**config.mk**
```make
export PLATFORM = sky130hd
export DESIGN_NAME = ordered_value_list_engine_unit
export DESIGN_NICKNAME = d
export VERILOG_FILES = /design/src/rtl/ovle_pkg.sv /design/src/rtl/ovle_datapath.sv /design/src/rtl/ovle_ctrl.sv /design/src/rtl/ordered_value_list_engine_unit.sv
export SDC_FILE = /design/constraint.sdc
export NUM_CORES = 1
export LEC_CHECK = 0
export ABC_AREA = 1
export BUFFER_PORTS_ARGS = -buffer_cell sky130_fd_sc_hd__buf_2
export CAP_MARGIN = 10
export CORE_UTILIZATION = 25
export CTS_CLUSTER_SIZE = 25
export DETAILED_ROUTE_END_ITERATION = 10
export GPL_TIMING_DRIVEN = 0
export PLACE_DENSITY = 0.47
export SYNTH_ARGS = -nofsm -noshare
export SYNTH_HDL_FRONTEND = slang
export SYNTH_SLANG_ARGS = --single-unit
export TNS_END_PERCENT = 30
```
**constraint.sdc**
```tcl
create_clock -name clk -period 8.15 [get_ports clk]
set_clock_uncertainty 0.2 [all_clocks]
set_input_delay 0 -clock clk [delete_from_list [all_inputs] [get_ports clk]]
set_output_delay 0 -clock clk [all_outputs]
set_load 0.005 [all_outputs]
```
**src/rtl/ovle_pkg.sv**
```systemverilog
// Shared constants and controller/datapath interface types for the ordered value list engine.
`default_nettype none
package ovle_pkg;

    localparam int DEPTH = 16;
    localparam int CNT_W = $clog2(DEPTH + 1);
    localparam int IDX_W = (DEPTH > 1) ? $clog2(DEPTH) : 1;
    localparam int LEN_W = 5;
    localparam int VAL_W = 32;

    localparam logic [1:0] OP_APPEND = 2'd0;
    localparam logic [1:0] OP_REMOVE = 2'd1;
    localparam logic [1:0] OP_SEARCH = 2'd2;
    localparam logic [1:0] OP_CLEAR  = 2'd3;

    typedef struct packed {
        logic load;
        logic rd;
        logic shift_init;
        logic shift;
        logic append;
        logic clear;
        logic dec;
        logic res_load;
        logic res_found;
        logic res_rej;
    } cmd_t;

    typedef struct packed {
        logic match;
        logic ptr_end;
        logic pend_valid;
        logic full;
    } status_t;

endpackage
`default_nettype wire

```
**src/rtl/ovle_datapath.sv**
```systemverilog
// Datapath of the list engine: entry memory, count, scan pointer and result registers.
`default_nettype none
module ovle_datapath (
    input  wire logic                           clk,
    input  wire logic                           rst_n,
    input  wire ovle_pkg::cmd_t                 cmd,
    output ovle_pkg::status_t                   st,
    input  wire logic signed [ovle_pkg::VAL_W-1:0] value,
    output logic                                found,
    output logic [ovle_pkg::LEN_W-1:0]          length,
    output logic                                empty_res,
    output logic                                rejected
);
    import ovle_pkg::*;

    logic [VAL_W-1:0] mem [DEPTH];
    logic [VAL_W-1:0] rdata_reg;
    logic [VAL_W-1:0] value_reg;
    logic [CNT_W-1:0] count_reg, count_next;
    logic [CNT_W-1:0] ptr_reg, ptr_next;
    logic             pend_valid_reg, pend_valid_next;
    logic [IDX_W-1:0] pend_idx_reg, pend_idx_next;
    logic             rd_issue;
    logic             wr_en;
    logic [IDX_W-1:0] wr_addr;
    logic [VAL_W-1:0] wr_data;
    logic             shift_wr;

    assign st.ptr_end    = (ptr_reg >= count_reg);
    assign st.pend_valid = pend_valid_reg;
    assign st.match      = pend_valid_reg && (rdata_reg == value_reg);
    assign st.full       = (count_reg >= CNT_W'(DEPTH));

    assign rd_issue = (cmd.rd || cmd.shift) && !st.ptr_end;
    assign shift_wr = cmd.shift && pend_valid_reg;

    always_comb
    begin
        wr_en   = 1'b0;
        wr_addr = count_reg[IDX_W-1:0];
        wr_data = $unsigned(value);
        if (cmd.append)
        begin
            wr_en = 1'b1;
        end
        else if (shift_wr)
        begin
            wr_en   = 1'b1;
            wr_addr = pend_idx_reg - IDX_W'(1);
            wr_data = rdata_reg;
        end
    end

    always_comb
    begin
        count_next = count_reg;
        if (cmd.clear)
        begin
            count_next = '0;
        end
        else if (cmd.append)
        begin
            count_next = count_reg + CNT_W'(1);
        end
        else if (cmd.dec)
        begin
            count_next = count_reg - CNT_W'(1);
        end
    end

    always_comb
    begin
        ptr_next        = ptr_reg;
        pend_valid_next = pend_valid_reg;
        pend_idx_next   = pend_idx_reg;
        if (cmd.load)
        begin
            ptr_next        = '0;
            pend_valid_next = 1'b0;
        end
        else if (cmd.shift_init)
        begin
            ptr_next        = CNT_W'(pend_idx_reg) + CNT_W'(1);
            pend_valid_next = 1'b0;
        end
        else if (cmd.rd || cmd.shift)
        begin
            pend_valid_next = rd_issue;
            pend_idx_next   = ptr_reg[IDX_W-1:0];
            if (rd_issue)
            begin
                ptr_next = ptr_reg + CNT_W'(1);
            end
        end
    end

    always_ff @(posedge clk)
    begin
        if (wr_en)
        begin
            mem[wr_addr] <= wr_data;
        end
        if (rd_issue)
        begin
            rdata_reg <= mem[ptr_reg[IDX_W-1:0]];
        end
    end

    always_ff @(posedge clk or negedge rst_n)
    begin
        if (!rst_n)
        begin
            count_reg      <= '0;
            ptr_reg        <= '0;
            pend_valid_reg <= 1'b0;
        end
        else
        begin
            count_reg      <= count_next;
            ptr_reg        <= ptr_next;
            pend_valid_reg <= pend_valid_next;
        end
    end

    always_ff @(posedge clk)
    begin
        pend_idx_reg <= pend_idx_next;
        if (cmd.load)
        begin
            value_reg <= $unsigned(value);
        end
        if (cmd.res_load)
        begin
            found     <= cmd.res_found;
            rejected  <= cmd.res_rej;
            length    <= LEN_W'(count_reg);
            empty_res <= (count_reg == '0);
        end
    end

`ifndef ASSERT_OFF
    a_count_bound: assert property (@(posedge clk) disable iff (!rst_n)
        count_reg <= CNT_W'(DEPTH))
        else $error("Entry count exceeds the list depth.");
    a_append_room: assert property (@(posedge clk) disable iff (!rst_n)
        cmd.append |-> !st.full)
        else $error("Append issued on a full list.");
    a_shift_addr: assert property (@(posedge clk) disable iff (!rst_n)
        shift_wr |-> (pend_idx_reg != '0))
        else $error("Shift write would target below the first entry.");
    a_dec_nonzero: assert property (@(posedge clk) disable iff (!rst_n)
        cmd.dec |-> (count_reg != '0) && !pend_valid_reg)
        else $error("Remove completed on an empty list or with a shift pending.");
`endif

endmodule
`default_nettype wire

```
**src/rtl/ovle_ctrl.sv**
```systemverilog
// Controller state machine that sequences append, clear, scan and shift steps.
`default_nettype none
module ovle_ctrl (
    input  wire logic              clk,
    input  wire logic              rst_n,
    input  wire logic              in_valid,
    output logic                   in_ready,
    input  wire logic [1:0]        func,
    output logic                   out_valid,
    input  wire logic              out_ready,
    output ovle_pkg::cmd_t         cmd,
    input  wire ovle_pkg::status_t st
);
    import ovle_pkg::*;

    localparam logic [2:0] S_IDLE  = 3'd0;
    localparam logic [2:0] S_SCAN  = 3'd1;
    localparam logic [2:0] S_SHIFT = 3'd2;
    localparam logic [2:0] S_DONE  = 3'd3;

    logic [2:0] state_reg, state_next;
    logic       remove_reg, remove_next;
    logic       found_reg, found_next;
    logic       rej_reg, rej_next;
    logic       out_valid_reg, out_valid_next;

    assign in_ready  = (state_reg == S_IDLE);
    assign out_valid = out_valid_reg;

    always_comb
    begin
        cmd            = '0;
        state_next     = state_reg;
        remove_next    = remove_reg;
        found_next     = found_reg;
        rej_next       = rej_reg;
        out_valid_next = out_valid_reg;
        if (out_valid_reg && out_ready)
        begin
            out_valid_next = 1'b0;
        end
        case (state_reg)
            S_IDLE:
            begin
                if (in_valid)
                begin
                    cmd.load    = 1'b1;
                    found_next  = 1'b0;
                    rej_next    = 1'b0;
                    remove_next = (func == OP_REMOVE);
                    case (func)
                        OP_APPEND:
                        begin
                            if (st.full)
                            begin
                                rej_next = 1'b1;
                            end
                            else
                            begin
                                cmd.append = 1'b1;
                            end
                            state_next = S_DONE;
                        end
                        OP_CLEAR:
                        begin
                            cmd.clear  = 1'b1;
                            state_next = S_DONE;
                        end
                        default:
                        begin
                            state_next = S_SCAN;
                        end
                    endcase
                end
            end
            S_SCAN:
            begin
                if (st.match)
                begin
                    if (remove_reg)
                    begin
                        cmd.shift_init = 1'b1;
                        state_next     = S_SHIFT;
                    end
                    else
                    begin
                        found_next = 1'b1;
                        state_next = S_DONE;
                    end
                end
                else if (st.ptr_end && !st.pend_valid)
                begin
                    state_next = S_DONE;
                end
                else
                begin
                    cmd.rd = 1'b1;
                end
            end
            S_SHIFT:
            begin
                if (st.ptr_end && !st.pend_valid)
                begin
                    cmd.dec    = 1'b1;
                    found_next = 1'b1;
                    state_next = S_DONE;
                end
                else
                begin
                    cmd.shift = 1'b1;
                end
            end
            S_DONE:
            begin
                if (!out_valid_reg || out_ready)
                begin
                    cmd.res_load   = 1'b1;
                    cmd.res_found  = found_reg;
                    cmd.res_rej    = rej_reg;
                    out_valid_next = 1'b1;
                    state_next     = S_IDLE;
                end
            end
            default:
            begin
                state_next = S_IDLE;
            end
        endcase
    end

    always_ff @(posedge clk or negedge rst_n)
    begin
        if (!rst_n)
        begin
            state_reg     <= S_IDLE;
            remove_reg    <= 1'b0;
            found_reg     <= 1'b0;
            rej_reg       <= 1'b0;
            out_valid_reg <= 1'b0;
        end
        else
        begin
            state_reg     <= state_next;
            remove_reg    <= remove_next;
            found_reg     <= found_next;
            rej_reg       <= rej_next;
            out_valid_reg <= out_valid_next;
        end
    end

endmodule
`default_nettype wire

```
**src/rtl/ordered_value_list_engine_unit.sv**
```systemverilog
// Append and clear pass from the idle state straight to the done state, which loads the result
// register once the output register is free or being read. Search and remove walk the entry
// memory in the scan state, one entry per cycle, and a remove that finds a match then shifts the
// tail down in the shift state. One transaction is in progress at a time.
// A new transaction is accepted while the previous result still waits in the output register.
// Reset clears the count and the handshake state; stored entries are not cleared.
`default_nettype none
module ordered_value_list_engine_unit (
    input  wire logic                              clk,
    input  wire logic                              rst_n,
    input  wire logic                              in_valid,
    output logic                                   in_ready,
    input  wire logic [1:0]                        func,
    input  wire logic signed [ovle_pkg::VAL_W-1:0] value,
    output logic                                   out_valid,
    input  wire logic                              out_ready,
    output logic                                   found,
    output logic [ovle_pkg::LEN_W-1:0]             length,
    output logic                                   empty_res,
    output logic                                   rejected
);
    import ovle_pkg::*;

    cmd_t    cmd;
    status_t st;

    ovle_ctrl u_ctrl (
        .clk       (clk),
        .rst_n     (rst_n),
        .in_valid  (in_valid),
        .in_ready  (in_ready),
        .func      (func),
        .out_valid (out_valid),
        .out_ready (out_ready),
        .cmd       (cmd),
        .st        (st)
    );

    ovle_datapath u_datapath (
        .clk       (clk),
        .rst_n     (rst_n),
        .cmd       (cmd),
        .st        (st),
        .value     (value),
        .found     (found),
        .length    (length),
        .empty_res (empty_res),
        .rejected  (rejected)
    );

endmodule
`default_nettype wire
```
==> metrics.yaml <==
clock_network:
  cts_num_sinks: 606
  cts_root_buffer: "sky130_fd_sc_hd__clkbuf_16"
  h-tree-depth: 3
  cts_post_setup_buffers_inserted: 0
  clock_insertion_delay_at_the_later_pin_of_the_skew_report_ns: 0.63
  cts_tree: "done"
  cts_inserted_buffers: 69
  cts_buffer_depth: 3
  worst_setup_hold_path_clk_slew_ns: 0.06
drt:
  routed_wire_length_per_instance_um: 24.4
  route.detailed.drc: 0
  drtAntennaViolNets: 0
  drt_pass1_iterations: 5
  detailroute.via_count: 16668
  detail_route.iter0.violations: 2022
  totalWireLength_mm: 84.0
  vias_per_cell: 4.84
synth:
  ys_top_cells_by_area: "sky130_fd_sc_hd__edfxtp_1, sky130_fd_sc_hd__nor2_1, sky130_fd_sc_hd__o21ai_0"
  yosysWarnings: 0
  synth_cells: 1869
  yosys.area.top_type_share_pct: 71.0
  synth_most_common_cell: "sky130_fd_sc_hd__edfxtp_1"
  asyncSetResetFlopFracSynth_pct: 2.97
  synth-edff-count: 588
  synth_commonest_cells: "sky130_fd_sc_hd__edfxtp_1, sky130_fd_sc_hd__nor2_1, sky130_fd_sc_hd__nand2_1"
  top_cell_type_by_total_area_after_synthesis: "sky130_fd_sc_hd__edfxtp_1"
  postSynthAreaPerCell_um2: 13.3
  ys_seq_area_share_pct: 72.9
  netlist_area_um2: 24900
  synth_seq_cells: 606
  synthDistinctLibCells: 43
  synth_flop_cell: "sky130_fd_sc_hd__edfxtp_1"
  synth.net_count: 1921
floorplanning:
  initial_utilization_pct: 25.3
  chipWidth_um: 317
  die_y_um: 317
  io_pins: 48
  dieArea_um2: 101000
  coreArea_um2: 98400
  row_count: 115
grt:
  initial_antenna_violation_count: 0
  first_pass_grt_wire_length_mm: 118
  grt_pass1_vias: 16187
  grt_remaining_overflow: 0
  grt_start_max_net_pins: 39
  grt.total_usage_pct: 16.6
run:
  drv_cap: 0
critical_path:
  critPathLaunchType: "flop"
  required_ns: 8.25
  critical_path.cell_chain: "nor2_2 -> nand2_1 -> inv_1 -> nand2_1 -> inv_2 -> nand2_2 -> nor2_2 -> nor2_1 -> nor2_2 -> nand2_1 -> nor2_4 -> buf_12"
  slowest_stage: "sky130_fd_sc_hd__inv_2"
  crit_family: "simple AND/OR/NAND/NOR gates"
  critPathCaptureType: "flop"
  cp_max_fanout: 38
  critical_path.max_stage_delay_ns: 0.77
  timing_worst_setup_path_type: "flop to flop"
  critical_path.n_buffers_inverters: 3
  critical_path_arrival_ns: 4.13
sta:
  finalHoldWorstSlack_ns: -0.00367
  ratio_of_final_minimum_period_to_clock_period_pct: 49.5
  worstMarginPinSlew_ns: 1.31
  slew_viol_final: 0
  report.final.hold_viol_count: 1
  fmaxAchievable_mhz: 248
  number_of_setup_violations_in_the_final_report: 0
  grt_setup_unrepaired: "false"
  final_period_minus_worst_setup_slack_ns: 4.03
  timing.setup.tns_ns: 0
  final_critical_path_setup_slack_ns: 4.12
  slew_headroom_pct: 12.4
placement:
  numPortBuffers: 47
  number_of_cells_in_the_design_after_placement: 3248
  dp_hpwl_mm: 56.9
  gp_congestion: 0.902
  place_ws_ns: 4.04
final_layout:
  layout.nets: 2151
  final_layout_size_suffix_gt1_share_pct: 13.3
  stdcell_count: 3443
  syn2layout_area_growth_pct: 22.2
  num-fill-cells: 9809
  largest_register_ffs: 512
pwr:
  vdd.ir_drop.worst_mv: 0.183
  power.static_leakage_uw: 0.0104
  report.power.total_uw: 9630
  cellPowerDensity_nw_per_um2: 317
status:
  violations: "hold timing"
  outcome: "finished, violations left"
hold_path:
  hold_class: "input pin to flop"
per-stage QoR:
| step | instance area [um2] | util [%] |
|---|---|---|
| after floorplan | 24900 | - |
| after global placement | 26700 | 27.1 |
| after detailed placement | 27400 | 27.8 |
| after CTS | 30400 | 30.9 |
| after global routing | 30400 | 30.9 |
| final | 30400 | 30.9 |
layer usage:
layer / track usage, % / wire (um) / up-vias / part of all wire, %
li1: - / - / 7408 / -
met5: 0 / 0 / - / 0
met4: 5.30 / 2470 / 0 / 2.9
met1: 23.9 / 38200 / 8332 / 45
met2: 25.0 / 36300 / 801 / 43
met3: 3.18 / 7080 / 127 / 8.4
area by class of cell:
type	instances	area, um2	area share [%]
antenna	2	5.00	0.0165
buffer	103	449	1.48
clock buffer	87	1870	6.14
clock inverter	39	442	1.45
inverter	102	385	1.27
multi-input combinational	1058	6030	19.9
sequential	606	18100	59.6
tap	1287	1610	5.30
timing repair buffer	159	1490	4.89
report_power, final:
group / total [uW] / internal (uW) / switching, uW
Combinational: 2750 / 742 / 2000
Sequential: 3710 / 3620 / 88.1
Clock: 3170 / 1870 / 1300
layout by cell type, fill, tap and decap left out, drive strengths merged, types with 2 or more instances in the layout:
cell type	count
dlygate4sd3	67
nand3	49
inv	105
or2	4
diode	2
a21oi	10
clkbuf	155
ha	13
clkinv	28
o32ai	25
o21ai	187
o22ai	16
xnor2	4
bufinv	7
nand4	12
mux2i	90
dfrtp	18
o211ai	27
nor3	15
xor2	2
nor2	271
o221ai	90
buf	127
nand2	237
edfxtp	588
repair_timing:
item	in CTS	in global routing
gates resized for setup	0	0
hold endpoints to repair	401	1
hold buffers	66	1
worst paths after layout:
path / startpoint / to / slack (ns) / cells after the start
max in group asynchronous: rst_n / u_datapath.count_reg[3] / 6.77 / 3
worst min-delay path: value[22] / u_datapath.value_reg[22] / -0.004 / 2
min in group asynchronous: rst_n / u_datapath.count_reg[0] / 0.40 / 3
worst max register to register: u_ctrl.state_reg[1] / u_datapath.mem[12][26] / 4.12 / 12
worst min register to register: u_datapath.ptr_reg[2] / u_datapath.pend_idx_reg[2] / 0.30 / 0
worst max-delay path: u_ctrl.state_reg[1] / u_datapath.mem[12][26] / 4.12 / 12
kinds of logic after synthesis:
kind of cell    share of synthesized area [%]
xor+xnor                                0.211
mux                                      3.62
flops                                    72.9
fa+ha+maj                               0.735
simple gates                             9.81
compound gates                           9.39
other cells                            0.0151
buf+inv                                  3.36
Power figures use the tool's default switching activity.
